$ cat config.mk
export PLATFORM = sky130hd
export DESIGN_NAME = bezier_motion_interpolator_flat
export DESIGN_NICKNAME = d
export VERILOG_FILES = /design/src/rtl/bmi_pkg.sv /design/src/rtl/bmi_if.sv /design/src/rtl/bmi_ctrl.sv /design/src/rtl/bmi_dp.sv /design/src/rtl/bezier_motion_interpolator.sv /design/src/flat_wrapper.sv
export SDC_FILE = /design/constraint.sdc
export NUM_CORES = 2
export LEC_CHECK = 0
export BUFFER_PORTS_ARGS = -buffer_cell sky130_fd_sc_hd__buf_2
export CORE_MARGIN = 3
export CORE_UTILIZATION = 62
export CTS_BUF_LIST = sky130_fd_sc_hd__clkbuf_2
export CTS_CLUSTER_SIZE = 8
export DETAILED_ROUTE_END_ITERATION = 16
export PLACE_DENSITY = 0.79
export SETUP_SLACK_MARGIN = 0.15
export SYNTH_ARGS = -nofsm -noshare
export SYNTH_HDL_FRONTEND = slang
export SYNTH_HIERARCHICAL = 1
export SYNTH_SLANG_ARGS = --single-unit
$ cat constraint.sdc
create_clock -name clk -period 23.5 [get_ports clk]
set_input_delay 5.875 -clock clk [delete_from_list [all_inputs] [get_ports clk]]
set_output_delay 5.875 -clock clk [all_outputs]
set_load 0.1 [all_outputs]
$ cat src/rtl/bmi_pkg.sv
// bmi_pkg: shared constants, codes and control structs for the bezier motion interpolator
// no dependencies

package bmi_pkg;

    localparam int COORD_BITS_DEF = 21;
    localparam int PROG_FRAC_DEF  = 16;

    localparam int OUT_W     = 21;
    localparam int CFG_W     = 63;
    localparam int CFG_IDX_W = 2;
    localparam int DUR_W     = 24;
    localparam int ELAPSED_W = 20;
    localparam int ACTION_W  = 2;

    // action codes
    localparam logic [ACTION_W-1:0] ACT_TICK   = 2'd0;
    localparam logic [ACTION_W-1:0] ACT_START  = 2'd1;
    localparam logic [ACTION_W-1:0] ACT_CANCEL = 2'd2;
    localparam logic [ACTION_W-1:0] ACT_NOP    = 2'd3;

    // register indexes
    localparam logic [CFG_IDX_W-1:0] REG_START_POINT   = 2'd0;
    localparam logic [CFG_IDX_W-1:0] REG_CONTROL_POINT = 2'd1;
    localparam logic [CFG_IDX_W-1:0] REG_TARGET_POINT  = 2'd2;
    localparam logic [CFG_IDX_W-1:0] REG_MOVE_DURATION = 2'd3;

    // progress operations
    localparam logic [1:0] PROG_HOLD  = 2'd0;
    localparam logic [1:0] PROG_CLEAR = 2'd1;
    localparam logic [1:0] PROG_FULL  = 2'd2;
    localparam logic [1:0] PROG_ADD   = 2'd3;

    // multiplier operations
    localparam logic [2:0] MUL_NONE = 3'd0;
    localparam logic [2:0] MUL_QQ   = 3'd1;
    localparam logic [2:0] MUL_EE   = 3'd2;
    localparam logic [2:0] MUL_UE   = 3'd3;
    localparam logic [2:0] MUL_T0   = 3'd4;
    localparam logic [2:0] MUL_T1   = 3'd5;
    localparam logic [2:0] MUL_T2   = 3'd6;

    // result position source
    localparam logic [1:0] POS_ZERO   = 2'd0;
    localparam logic [1:0] POS_TARGET = 2'd1;
    localparam logic [1:0] POS_CURVE  = 2'd2;

    typedef struct packed {
        logic       load_in;
        logic       div_init;
        logic       div_step;
        logic [1:0] prog_op;
        logic [2:0] mul_op;
        logic [1:0] coord_idx;
        logic       res_load;
        logic [1:0] pos_sel;
        logic       res_valid;
        logic       res_still;
        logic       res_done;
    } bmi_cmd_t;

    typedef struct packed {
        logic [ACTION_W-1:0] action;
        logic                dur_reached;
        logic                prog_sat;
        logic                out_free;
    } bmi_status_t;

endpackage

$ cat src/rtl/bmi_if.sv
// bmi_item_if, bmi_result_if: valid/ready channels for items and results
// depends on bmi_pkg

interface bmi_item_if;
    logic                         valid;
    logic                         ready;
    logic [bmi_pkg::ACTION_W-1:0]  action;
    logic [bmi_pkg::ELAPSED_W-1:0] elapsed_time;

    modport source (output valid, output action, output elapsed_time, input ready);
    modport sink   (input valid, input action, input elapsed_time, output ready);
endinterface

interface bmi_result_if;
    logic                             valid;
    logic                             ready;
    logic signed [bmi_pkg::OUT_W-1:0] position_x;
    logic signed [bmi_pkg::OUT_W-1:0] position_y;
    logic signed [bmi_pkg::OUT_W-1:0] position_z;
    logic                             position_valid;
    logic                             still_moving;
    logic                             move_done;

    modport source (output valid, output position_x, output position_y, output position_z,
                    output position_valid, output still_moving, output move_done,
                    input ready);
    modport sink   (input valid, input position_x, input position_y, input position_z,
                    input position_valid, input still_moving, input move_done,
                    output ready);
endinterface

$ cat src/rtl/bmi_ctrl.sv
// bmi_ctrl: sequencer for one item at a time, owns the moving flag
// depends on bmi_pkg; drives bmi_dp through bmi_cmd_t

module bmi_ctrl #(
    parameter int PROGRESS_FRAC_BITS = bmi_pkg::PROG_FRAC_DEF
) (
    input  logic                 clk,
    input  logic                 rst_n,
    input  logic                 item_valid,
    output logic                 item_ready,
    input  bmi_pkg::bmi_status_t status,
    output bmi_pkg::bmi_cmd_t    cmd
);

    localparam int F  = PROGRESS_FRAC_BITS;
    localparam int CW = $clog2(F);

    localparam logic [3:0] ST_IDLE   = 4'd0;
    localparam logic [3:0] ST_DECIDE = 4'd1;
    localparam logic [3:0] ST_DIV    = 4'd2;
    localparam logic [3:0] ST_PROG   = 4'd3;
    localparam logic [3:0] ST_MQQ    = 4'd4;
    localparam logic [3:0] ST_MWAIT  = 4'd5;
    localparam logic [3:0] ST_MEE    = 4'd6;
    localparam logic [3:0] ST_MUE    = 4'd7;
    localparam logic [3:0] ST_MW     = 4'd8;
    localparam logic [3:0] ST_COORD  = 4'd9;
    localparam logic [3:0] ST_MLAST  = 4'd10;
    localparam logic [3:0] ST_DONE   = 4'd11;

    logic [3:0]    state_reg, state_next;
    logic          moving_reg, moving_next;
    logic [CW-1:0] cnt_reg, cnt_next;
    logic [1:0]    k_reg, k_next;
    logic [1:0]    j_reg, j_next;
    logic [1:0]    pos_reg, pos_next;
    logic          rvalid_reg, rvalid_next;
    logic          rstill_reg, rstill_next;
    logic          rdone_reg, rdone_next;

    always_ff @(posedge clk or negedge rst_n)
    begin
        if (!rst_n)
        begin
            state_reg  <= ST_IDLE;
            moving_reg <= 1'b0;
            cnt_reg    <= '0;
            k_reg      <= '0;
            j_reg      <= '0;
            pos_reg    <= bmi_pkg::POS_ZERO;
            rvalid_reg <= 1'b0;
            rstill_reg <= 1'b0;
            rdone_reg  <= 1'b0;
        end
        else
        begin
            state_reg  <= state_next;
            moving_reg <= moving_next;
            cnt_reg    <= cnt_next;
            k_reg      <= k_next;
            j_reg      <= j_next;
            pos_reg    <= pos_next;
            rvalid_reg <= rvalid_next;
            rstill_reg <= rstill_next;
            rdone_reg  <= rdone_next;
        end
    end

    assign item_ready = (state_reg == ST_IDLE);

    always_comb
    begin
        state_next  = state_reg;
        moving_next = moving_reg;
        cnt_next    = cnt_reg;
        k_next      = k_reg;
        j_next      = j_reg;
        pos_next    = pos_reg;
        rvalid_next = rvalid_reg;
        rstill_next = rstill_reg;
        rdone_next  = rdone_reg;
        cmd         = '0;
        cmd.prog_op = bmi_pkg::PROG_HOLD;
        cmd.mul_op  = bmi_pkg::MUL_NONE;
        cmd.pos_sel = bmi_pkg::POS_ZERO;

        unique case (state_reg)
            ST_IDLE:
            begin
                if (item_valid)
                begin
                    cmd.load_in = 1'b1;
                    state_next  = ST_DECIDE;
                end
            end
            ST_DECIDE:
            begin
                pos_next    = bmi_pkg::POS_ZERO;
                rvalid_next = 1'b0;
                rstill_next = 1'b0;
                rdone_next  = 1'b0;
                state_next  = ST_DONE;
                unique case (status.action)
                    bmi_pkg::ACT_START:
                    begin
                        moving_next = 1'b1;
                        cmd.prog_op = bmi_pkg::PROG_CLEAR;
                        rstill_next = 1'b1;
                    end
                    bmi_pkg::ACT_CANCEL:
                    begin
                        moving_next = 1'b0;
                        cmd.prog_op = bmi_pkg::PROG_CLEAR;
                    end
                    bmi_pkg::ACT_NOP:
                    begin
                        rstill_next = moving_reg;
                    end
                    default:
                    begin
                        if (moving_reg && status.dur_reached)
                        begin
                            // whole duration covered, or zero duration: snap
                            moving_next = 1'b0;
                            cmd.prog_op = bmi_pkg::PROG_FULL;
                            pos_next    = bmi_pkg::POS_TARGET;
                            rvalid_next = 1'b1;
                            rdone_next  = 1'b1;
                        end
                        else if (moving_reg)
                        begin
                            cmd.div_init = 1'b1;
                            cnt_next     = '0;
                            state_next   = ST_DIV;
                        end
                    end
                endcase
            end
            ST_DIV:
            begin
                cmd.div_step = 1'b1;
                cnt_next     = cnt_reg + 1'b1;
                if (cnt_reg == CW'(F - 1))
                begin
                    state_next = ST_PROG;
                end
            end
            ST_PROG:
            begin
                cmd.prog_op = bmi_pkg::PROG_ADD;
                if (status.prog_sat)
                begin
                    moving_next = 1'b0;
                    pos_next    = bmi_pkg::POS_TARGET;
                    rvalid_next = 1'b1;
                    rstill_next = 1'b0;
                    rdone_next  = 1'b1;
                    state_next  = ST_DONE;
                end
                else
                begin
                    pos_next    = bmi_pkg::POS_CURVE;
                    rvalid_next = 1'b1;
                    rstill_next = 1'b1;
                    rdone_next  = 1'b0;
                    state_next  = ST_MQQ;
                end
            end
            ST_MQQ:
            begin
                cmd.mul_op = bmi_pkg::MUL_QQ;
                state_next = ST_MWAIT;
            end
            ST_MWAIT:
            begin
                state_next = ST_MEE;
            end
            ST_MEE:
            begin
                cmd.mul_op = bmi_pkg::MUL_EE;
                state_next = ST_MUE;
            end
            ST_MUE:
            begin
                cmd.mul_op = bmi_pkg::MUL_UE;
                state_next = ST_MW;
            end
            ST_MW:
            begin
                k_next     = '0;
                j_next     = '0;
                state_next = ST_COORD;
            end
            ST_COORD:
            begin
                cmd.coord_idx = k_reg;
                case (j_reg)
                    2'd0:    cmd.mul_op = bmi_pkg::MUL_T0;
                    2'd1:    cmd.mul_op = bmi_pkg::MUL_T1;
                    default: cmd.mul_op = bmi_pkg::MUL_T2;
                endcase
                if (j_reg == 2'd2)
                begin
                    j_next = '0;
                    k_next = k_reg + 1'b1;
                    if (k_reg == 2'd2)
                    begin
                        state_next = ST_MLAST;
                    end
                end
                else
                begin
                    j_next = j_reg + 1'b1;
                end
            end
            ST_MLAST:
            begin
                state_next = ST_DONE;
            end
            ST_DONE:
            begin
                if (status.out_free)
                begin
                    cmd.res_load  = 1'b1;
                    cmd.pos_sel   = pos_reg;
                    cmd.res_valid = rvalid_reg;
                    cmd.res_still = rstill_reg;
                    cmd.res_done  = rdone_reg;
                    state_next    = ST_IDLE;
                end
            end
            default:
            begin
                state_next = ST_IDLE;
            end
        endcase
    end

endmodule

$ cat src/rtl/bmi_dp.sv
// bmi_dp: config registers, restoring divider, shared multiplier, progress and result register
// depends on bmi_pkg; commanded by bmi_ctrl

module bmi_dp #(
    parameter int COORD_BITS         = bmi_pkg::COORD_BITS_DEF,
    parameter int PROGRESS_FRAC_BITS = bmi_pkg::PROG_FRAC_DEF
) (
    input  logic                              clk,
    input  logic                              rst_n,
    input  logic                              cfg_we,
    input  logic [bmi_pkg::CFG_IDX_W-1:0]     cfg_index,
    input  logic [bmi_pkg::CFG_W-1:0]         cfg_data,
    input  logic [bmi_pkg::ACTION_W-1:0]      in_action,
    input  logic [bmi_pkg::ELAPSED_W-1:0]     in_elapsed,
    input  logic                              out_ready,
    input  bmi_pkg::bmi_cmd_t                 cmd,
    output bmi_pkg::bmi_status_t              status,
    output logic                              out_valid,
    output logic signed [bmi_pkg::OUT_W-1:0]  out_x,
    output logic signed [bmi_pkg::OUT_W-1:0]  out_y,
    output logic signed [bmi_pkg::OUT_W-1:0]  out_z,
    output logic                              out_pos_valid,
    output logic                              out_still,
    output logic                              out_done
);

    localparam int CB  = COORD_BITS;
    localparam int F   = PROGRESS_FRAC_BITS;
    localparam int PW  = F + 1;
    localparam int MW  = (F + 2 > CB) ? F + 2 : CB;
    localparam int PRW = 2 * MW;
    localparam int DW  = bmi_pkg::DUR_W;
    localparam int EW  = bmi_pkg::ELAPSED_W;
    localparam int GW  = bmi_pkg::CFG_W;
    localparam int OW  = bmi_pkg::OUT_W;

    localparam logic [PW-1:0]         ONE  = {1'b1, {F{1'b0}}};
    localparam logic signed [PRW-1:0] HALF = PRW'(1) << (F - 1);

    function automatic logic signed [CB-1:0] coord_of(input logic [GW-1:0] r,
                                                      input logic [1:0] k);
        logic signed [CB-1:0] c;
        case (k)
            2'd0:    c = r[3*CB-1 -: CB];
            2'd1:    c = r[2*CB-1 -: CB];
            default: c = r[CB-1:0];
        endcase
        return c;
    endfunction

    logic [GW-1:0]          start_reg, control_reg, target_reg;
    logic [DW-1:0]          dur_reg;
    logic [bmi_pkg::ACTION_W-1:0] action_reg;
    logic [EW-1:0]          elapsed_reg;
    logic [DW-1:0]          rem_reg;
    logic [F-1:0]           quo_reg;
    logic [PW-1:0]          prog_reg;
    logic [PW-1:0]          e_reg, w0_reg, w1_reg, w2_reg;
    logic signed [PRW-1:0]  prod_reg, acc_reg;
    logic [2:0]             tag_reg;
    logic [1:0]             tag_idx_reg;
    logic signed [CB-1:0]   px_reg, py_reg, pz_reg;
    logic                   out_valid_reg, out_valid_next;
    logic signed [OW-1:0]   ox_reg, oy_reg, oz_reg;
    logic                   opv_reg, ost_reg, odn_reg;

    logic [DW:0]            rem_sh;
    logic                   rem_ge;
    logic [PW:0]            prog_sum;
    logic                   prog_sat;
    logic [PW-1:0]          q_val, u_val, w1_val;
    logic signed [MW-1:0]   mul_a, mul_b;
    logic signed [PRW-1:0]  acc_sum;

    // configuration
    always_ff @(posedge clk or negedge rst_n)
    begin
        if (!rst_n)
        begin
            start_reg   <= '0;
            control_reg <= '0;
            target_reg  <= '0;
            dur_reg     <= '0;
        end
        else if (cfg_we)
        begin
            unique case (cfg_index)
                bmi_pkg::REG_START_POINT:   start_reg   <= cfg_data;
                bmi_pkg::REG_CONTROL_POINT: control_reg <= cfg_data;
                bmi_pkg::REG_TARGET_POINT:  target_reg  <= cfg_data;
                bmi_pkg::REG_MOVE_DURATION: dur_reg     <= cfg_data[DW-1:0];
                default:                    dur_reg     <= dur_reg;
            endcase
        end
    end

    // input capture and divider
    assign rem_sh = {rem_reg, 1'b0};
    assign rem_ge = (rem_sh >= {1'b0, dur_reg});

    always_ff @(posedge clk)
    begin
        if (cmd.load_in)
        begin
            action_reg  <= in_action;
            elapsed_reg <= in_elapsed;
        end
        if (cmd.div_init)
        begin
            rem_reg <= {{(DW-EW){1'b0}}, elapsed_reg};
            quo_reg <= '0;
        end
        else if (cmd.div_step)
        begin
            rem_reg <= rem_ge ? DW'(rem_sh - {1'b0, dur_reg}) : rem_sh[DW-1:0];
            quo_reg <= {quo_reg[F-2:0], rem_ge};
        end
    end

    // progress
    assign prog_sum = {1'b0, prog_reg} + {2'b00, quo_reg};
    assign prog_sat = (prog_sum >= {1'b0, ONE});

    always_ff @(posedge clk or negedge rst_n)
    begin
        if (!rst_n)
        begin
            prog_reg <= '0;
        end
        else
        begin
            case (cmd.prog_op)
                bmi_pkg::PROG_CLEAR: prog_reg <= '0;
                bmi_pkg::PROG_FULL:  prog_reg <= ONE;
                bmi_pkg::PROG_ADD:   prog_reg <= prog_sat ? ONE : prog_sum[PW-1:0];
                default:             prog_reg <= prog_reg;
            endcase
        end
    end

    // shared multiplier
    assign q_val = ONE - prog_reg;
    assign u_val = ONE - e_reg;

    always_comb
    begin
        mul_a = '0;
        mul_b = '0;
        case (cmd.mul_op)
            bmi_pkg::MUL_QQ:
            begin
                mul_a = MW'(q_val);
                mul_b = MW'(q_val);
            end
            bmi_pkg::MUL_EE:
            begin
                mul_a = MW'(e_reg);
                mul_b = MW'(e_reg);
            end
            bmi_pkg::MUL_UE:
            begin
                mul_a = MW'(u_val);
                mul_b = MW'(e_reg);
            end
            bmi_pkg::MUL_T0:
            begin
                mul_a = MW'(w0_reg);
                mul_b = MW'(coord_of(start_reg, cmd.coord_idx));
            end
            bmi_pkg::MUL_T1:
            begin
                mul_a = MW'(w1_reg);
                mul_b = MW'(coord_of(control_reg, cmd.coord_idx));
            end
            bmi_pkg::MUL_T2:
            begin
                mul_a = MW'(w2_reg);
                mul_b = MW'(coord_of(target_reg, cmd.coord_idx));
            end
            default:
            begin
                mul_a = '0;
                mul_b = '0;
            end
        endcase
    end

    always_ff @(posedge clk or negedge rst_n)
    begin
        if (!rst_n)
        begin
            tag_reg <= bmi_pkg::MUL_NONE;
        end
        else
        begin
            tag_reg <= cmd.mul_op;
        end
    end

    always_ff @(posedge clk)
    begin
        prod_reg    <= mul_a * mul_b;
        tag_idx_reg <= cmd.coord_idx;
    end

    // product consumers
    assign w1_val  = prod_reg[F-1 +: PW];
    assign acc_sum = acc_reg + prod_reg;

    always_ff @(posedge clk)
    begin
        case (tag_reg)
            bmi_pkg::MUL_QQ: e_reg <= ONE - prod_reg[F +: PW];
            bmi_pkg::MUL_EE: w2_reg <= prod_reg[F +: PW];
            bmi_pkg::MUL_UE:
            begin
                w1_reg <= w1_val;
                w0_reg <= ONE - w1_val - w2_reg;
            end
            bmi_pkg::MUL_T0: acc_reg <= prod_reg + HALF;
            bmi_pkg::MUL_T1: acc_reg <= acc_sum;
            bmi_pkg::MUL_T2:
            begin
                case (tag_idx_reg)
                    2'd0:    px_reg <= acc_sum[F +: CB];
                    2'd1:    py_reg <= acc_sum[F +: CB];
                    default: pz_reg <= acc_sum[F +: CB];
                endcase
            end
            default:
            begin
                acc_reg <= acc_reg;
            end
        endcase
    end

    // result register
    assign out_valid_next = cmd.res_load | (out_valid_reg & ~out_ready);

    always_ff @(posedge clk or negedge rst_n)
    begin
        if (!rst_n)
        begin
            out_valid_reg <= 1'b0;
        end
        else
        begin
            out_valid_reg <= out_valid_next;
        end
    end

    always_ff @(posedge clk)
    begin
        if (cmd.res_load)
        begin
            opv_reg <= cmd.res_valid;
            ost_reg <= cmd.res_still;
            odn_reg <= cmd.res_done;
            case (cmd.pos_sel)
                bmi_pkg::POS_TARGET:
                begin
                    ox_reg <= OW'(coord_of(target_reg, 2'd0));
                    oy_reg <= OW'(coord_of(target_reg, 2'd1));
                    oz_reg <= OW'(coord_of(target_reg, 2'd2));
                end
                bmi_pkg::POS_CURVE:
                begin
                    ox_reg <= OW'(px_reg);
                    oy_reg <= OW'(py_reg);
                    oz_reg <= OW'(pz_reg);
                end
                default:
                begin
                    ox_reg <= '0;
                    oy_reg <= '0;
                    oz_reg <= '0;
                end
            endcase
        end
    end

    assign status.action      = action_reg;
    assign status.dur_reached = ({{(DW-EW){1'b0}}, elapsed_reg} >= dur_reg);
    assign status.prog_sat    = prog_sat;
    assign status.out_free    = ~out_valid_reg | out_ready;

    assign out_valid     = out_valid_reg;
    assign out_x         = ox_reg;
    assign out_y         = oy_reg;
    assign out_z         = oz_reg;
    assign out_pos_valid = opv_reg;
    assign out_still     = ost_reg;
    assign out_done      = odn_reg;

endmodule

$ cat src/rtl/bezier_motion_interpolator.sv
// bezier_motion_interpolator: top level, joins bmi_ctrl and bmi_dp to the channels
// depends on bmi_pkg, bmi_if, bmi_ctrl, bmi_dp
// start, cancel, unused code, idle tick and snapping tick pass IDLE, DECIDE and DONE;
//   a tick mid-move runs the divider in DIV (one divider bit per cycle), then PROG and
//   12 passes through the shared multiplier; DONE waits until the result slot is free
// one item at a time: the next input is accepted only once DONE has loaded the result
// reset: asynchronous, clears moving, progress and all configuration registers to zero

module bezier_motion_interpolator #(
    parameter int COORD_BITS         = bmi_pkg::COORD_BITS_DEF,
    parameter int PROGRESS_FRAC_BITS = bmi_pkg::PROG_FRAC_DEF
) (
    input  logic                          clk,
    input  logic                          rst_n,
    input  logic                          cfg_we,
    input  logic [bmi_pkg::CFG_IDX_W-1:0] cfg_index,
    input  logic [bmi_pkg::CFG_W-1:0]     cfg_data,
    bmi_item_if.sink                      item,
    bmi_result_if.source                  result
);

    bmi_pkg::bmi_cmd_t    cmd;
    bmi_pkg::bmi_status_t status;

    bmi_ctrl #(
        .PROGRESS_FRAC_BITS (PROGRESS_FRAC_BITS)
    ) u_ctrl (
        .clk        (clk),
        .rst_n      (rst_n),
        .item_valid (item.valid),
        .item_ready (item.ready),
        .status     (status),
        .cmd        (cmd)
    );

    bmi_dp #(
        .COORD_BITS         (COORD_BITS),
        .PROGRESS_FRAC_BITS (PROGRESS_FRAC_BITS)
    ) u_dp (
        .clk           (clk),
        .rst_n         (rst_n),
        .cfg_we        (cfg_we),
        .cfg_index     (cfg_index),
        .cfg_data      (cfg_data),
        .in_action     (item.action),
        .in_elapsed    (item.elapsed_time),
        .out_ready     (result.ready),
        .cmd           (cmd),
        .status        (status),
        .out_valid     (result.valid),
        .out_x         (result.position_x),
        .out_y         (result.position_y),
        .out_z         (result.position_z),
        .out_pos_valid (result.position_valid),
        .out_still     (result.still_moving),
        .out_done      (result.move_done)
    );

endmodule

$ cat src/flat_wrapper.sv
// flat-port wrapper written by rule: the top's interface ports become plain ports
module bezier_motion_interpolator_flat 
#(
    parameter int COORD_BITS         = bmi_pkg::COORD_BITS_DEF,
    parameter int PROGRESS_FRAC_BITS = bmi_pkg::PROG_FRAC_DEF
)
  (clk, rst_n, cfg_we, cfg_index, cfg_data, item_valid, item_action, item_elapsed_time, item_ready, result_valid, result_position_x, result_position_y, result_position_z, result_position_valid, result_still_moving, result_move_done, result_ready);
  bmi_item_if item_i ();
  bmi_result_if result_i ();
  input  logic clk;
  input  logic rst_n;
  input  logic cfg_we;
  input  logic [bmi_pkg::CFG_IDX_W-1:0] cfg_index;
  input  logic [bmi_pkg::CFG_W-1:0] cfg_data;
  input wire logic [$bits(item_i.valid)-1:0] item_valid;
  input wire logic [$bits(item_i.action)-1:0] item_action;
  input wire logic [$bits(item_i.elapsed_time)-1:0] item_elapsed_time;
  output wire logic [$bits(item_i.ready)-1:0] item_ready;
  output wire logic [$bits(result_i.valid)-1:0] result_valid;
  output wire logic [$bits(result_i.position_x)-1:0] result_position_x;
  output wire logic [$bits(result_i.position_y)-1:0] result_position_y;
  output wire logic [$bits(result_i.position_z)-1:0] result_position_z;
  output wire logic [$bits(result_i.position_valid)-1:0] result_position_valid;
  output wire logic [$bits(result_i.still_moving)-1:0] result_still_moving;
  output wire logic [$bits(result_i.move_done)-1:0] result_move_done;
  input wire logic [$bits(result_i.ready)-1:0] result_ready;
  assign item_i.valid = item_valid;
  assign item_i.action = item_action;
  assign item_i.elapsed_time = item_elapsed_time;
  assign item_ready = item_i.ready;
  assign result_valid = result_i.valid;
  assign result_position_x = result_i.position_x;
  assign result_position_y = result_i.position_y;
  assign result_position_z = result_i.position_z;
  assign result_position_valid = result_i.position_valid;
  assign result_still_moving = result_i.still_moving;
  assign result_move_done = result_i.move_done;
  assign result_i.ready = result_ready;
  bezier_motion_interpolator #(.COORD_BITS(COORD_BITS), .PROGRESS_FRAC_BITS(PROGRESS_FRAC_BITS)) u_core (.clk(clk), .rst_n(rst_n), .cfg_we(cfg_we), .cfg_index(cfg_index), .cfg_data(cfg_data), .item(item_i), .result(result_i));
endmodule
==> results.cfg <==
[status]
status = completed

[logic_synthesis]
synth_adder_area_share_pct = 23.2
synthSimpleGateAreaFrac_pct = 11.2
yosys_register_bits = 586
ys_types = 90
synth_area_leaders = edfxtp_1 19%, fa_1 16%, dfrtp_1 15%
syn_nets = 4738
synth_xor_area_share_pct = 3.69
syn_area_per_cell_sq_um = 10.5
synth_compound_area_share_pct = 10.1
yosysSeqAreaShare_pct = 37.1
ys.warnings.count = 6
synth-edff-count = 276
async_flop_share_pct = 42.8
synth_flop_cell = edfxtp_1
synth.top_cell.area_share_pct = 19.5
netlist_instances = 4067
synthMuxAreaShare_pct = 8.29
netlist_area_sq_um = 42500
synth_area_leader_cell = edfxtp_1
synth_top_family_by_area = adder cells

[power_and_ir_drop]
vdd_ir_drop_max_uv = 74.0
power.total_mw = 4.91
comb_power_share_pct = 54.0
switching_share_pct = 48.2
p_switching_mw = 2.37
p_seq_share_pct = 30.7
p_leak_nw = 20.6
clkPwrFrac_pct = 15.3
p_int_mw = 2.54
p_per_area_nw_per_um2 = 108

[timing]
timing_worst_slew_pin_value_ns = 1.22
min_period_ns = 10.41
drv_slew = 0
skew_ns = 0.102
hold_viol_final = 0
rsz0062_at_grt = false
fmax_mhz = 96.1
period_share_pct = 44.3
setup_violations = 0
tns_ns = 0
slew_headroom_pct = 18.8

[place]
gp_congestion = 0.975
hpwlAfterDp_um = 90300
dpl_cell_area_sq_um = 44200
io_buffer_count = 159
dp_cells = 4969

[drt]
viasPerCell = 6.04
drt-total-wl_um = 118000
drc = 0
drt_iter0_drc = 3170
vias = 31800
ant_nets = 0
wl_per_cell_um = 22.5
firstDrtPassIters = 6

[global_route]
grt_overflow_total = 0
grt_max_degree = 121
antenna_found_initial = 6
grt_pass1_vias = 32100
grt_usage_pct = 33.6
grt_pass1_wl_um = 183000

[setup_path]
crit_fanout = 23
critical_path_arrival_ns = 11.58
critPathRequiredTime_ns = 24.68
crit_path_end_kind = flop
critPathKind = reg2reg
startpoint_type = flop

[clocking]
holdBufCountCts = 0
clkSinkCount = 586
clock_latency_ns = 1.30
clk_pin_slew_worst_paths_ns = 0.10
post_cts_resize_count = 0
root_buffer = clkbuf_2
cts_tree = built
clk_path_buf_depth = 3
cts_max_level = 4
cts_setup_buffers = 0
numCtsBuffers = 150

[min_path]
hp-class = reg2reg

[floorplan]
coreArea_sq_um = 67500
die_h_um = 268
io_pins = 160
dieArea_sq_um = 71700
rows = 95
initial_core_util_pct = 63.0
die_w_um = 268

[finish]
nets = 4919
drive_gt1_share_pct = 17.3
final_cell_mix = 534 x inv_1, 375 x nand2_1, 348 x fa_1, 331 x nor2_1, 276 x edfxtp_1
fillers = 5100
final_common_cell = inv_1
area_delta_synth_final_pct = 7.45
final_area_sq_um = 45700
fin_cells = 5256
finalCoreUtilization_pct = 67.7

[job]
maxCapViolCount = 0
power by group through the flow:
| stage | combinational, mW | sequential [mW] | clock [mW] |
|---|---|---|---|
| 5_1_grt | 2.89 | 1.53 | 0.822 |
| 4_1_cts | 2.61 | 1.50 | 0.767 |
| 2_1_floorplan | 1.70 | 1.63 | 0 |
| 3_5_place_dp | 2.58 | 1.52 | 0 |
| 6_report | 2.65 | 1.51 | 0.752 |
| 3_3_place_gp | 2.53 | 1.52 | 0 |
layout make-up:
| cell class | count | area (sq um) | share of cell area, % |
|---|---|---|---|
| Sequential cell | 586 | 15800 | 34.5 |
| Tap cell | 873 | 1090 | 2.39 |
| Antenna cell | 7 | 17.5 | 0.0384 |
| Clock inverter | 47 | 330 | 0.723 |
| Clock buffer | 233 | 1170 | 2.55 |
| Inverter | 538 | 2020 | 4.42 |
| Multi-Input combinational cell | 2759 | 24100 | 52.7 |
| Timing Repair Buffer | 213 | 1210 | 2.65 |
logic make-up (layout without fill, tap and decap cells):
group | count (synthesis) | after routing
simple gates | 1038 | 1038
buf+inv | 722 | 1031
compound gates | 646 | 646
flops | 586 | 586
fa+ha+maj | 579 | 579
mux | 317 | 317
xor+xnor | 179 | 179
other cells | 0 | 7
layer usage:
metal	track usage (%)	part of all wire (%)
met5	0	0.010
met4	15.1	4.9
met3	10.2	10
met2	53.0	46
met1	43.2	39
per-stage QoR:
step	hold WS, ns	setup WS, ns
finish	0.477	13.09
global route	0.510	12.39
CTS	0.478	13.22
detailed placement	0.465	13.18
global placement	0.456	13.46
floorplan	0.438	13.91
final timing paths:
kind,from,end,slack [ns],depth (start not counted)
max in group asynchronous,rst_n,u_core/u_ctrl/k_reg[1]$_DFFE_PN0P_,17.26,2
max reg2reg,u_core/u_ctrl/state_reg[1]$_DFFE_PN0P_,u_core/u_dp/prod_reg[36]$_DFF_P_,13.09,26
min reg2reg,u_core/u_dp/rem_reg[23]$_SDFFE_PP0P_,u_core/u_dp/rem_reg[23]$_SDFFE_PP0P_,0.48,2
min,u_core/u_dp/rem_reg[23]$_SDFFE_PP0P_,u_core/u_dp/rem_reg[23]$_SDFFE_PP0P_,0.48,2
max,u_core/u_ctrl/state_reg[1]$_DFFE_PN0P_,u_core/u_dp/prod_reg[36]$_DFF_P_,13.09,26
min in group asynchronous,rst_n,u_core/u_dp/dur_reg[9]$_DFFE_PN0P_,4.70,1
cells in the mapped netlist (all sizes together), types with 24 or more instances:
cell type / instances
mux2i: 74
xor2: 50
xnor2: 129
edfxtp: 276
buf: 27
nor3: 69
dfxtp: 59
o21a: 28
a21o: 55
ha: 231
mux2: 239
a21oi: 109
nand2b: 30
nor2b: 41
a22oi: 105
nor2: 333
a31oi: 26
nand2: 375
inv: 535
dfrtp: 251
a22o: 24
fa: 348
nand3: 41
clkbuf: 157
o21ai: 162
worst max-delay path, stage by stage (launching register included):
cell and delay, ns:
dfrtp_1 0.64, nand4bb_1 0.44, inv_1 0.53, nand3b_1 0.18, nand2_1 0.38, clkinv_1 0.40
nor2_1 0.63, a22oi_1 0.38, nor2_1 0.81, nand2_1 0.30, inv_1 0.15, fa_1 0.58
fa_1 1.03, inv_1 0.29, fa_1 0.61, inv_1 0.05, fa_1 0.50, inv_1 0.06
fa_1 0.53, inv_1 0.04, ha_1 0.36, nand3_1 0.11, o41ai_1 0.64, a41oi_1 0.23
nor2_1 0.22, a211oi_1 0.12, xnor2_1 0.13
Note: power is estimated with default switching activity, not from simulation.
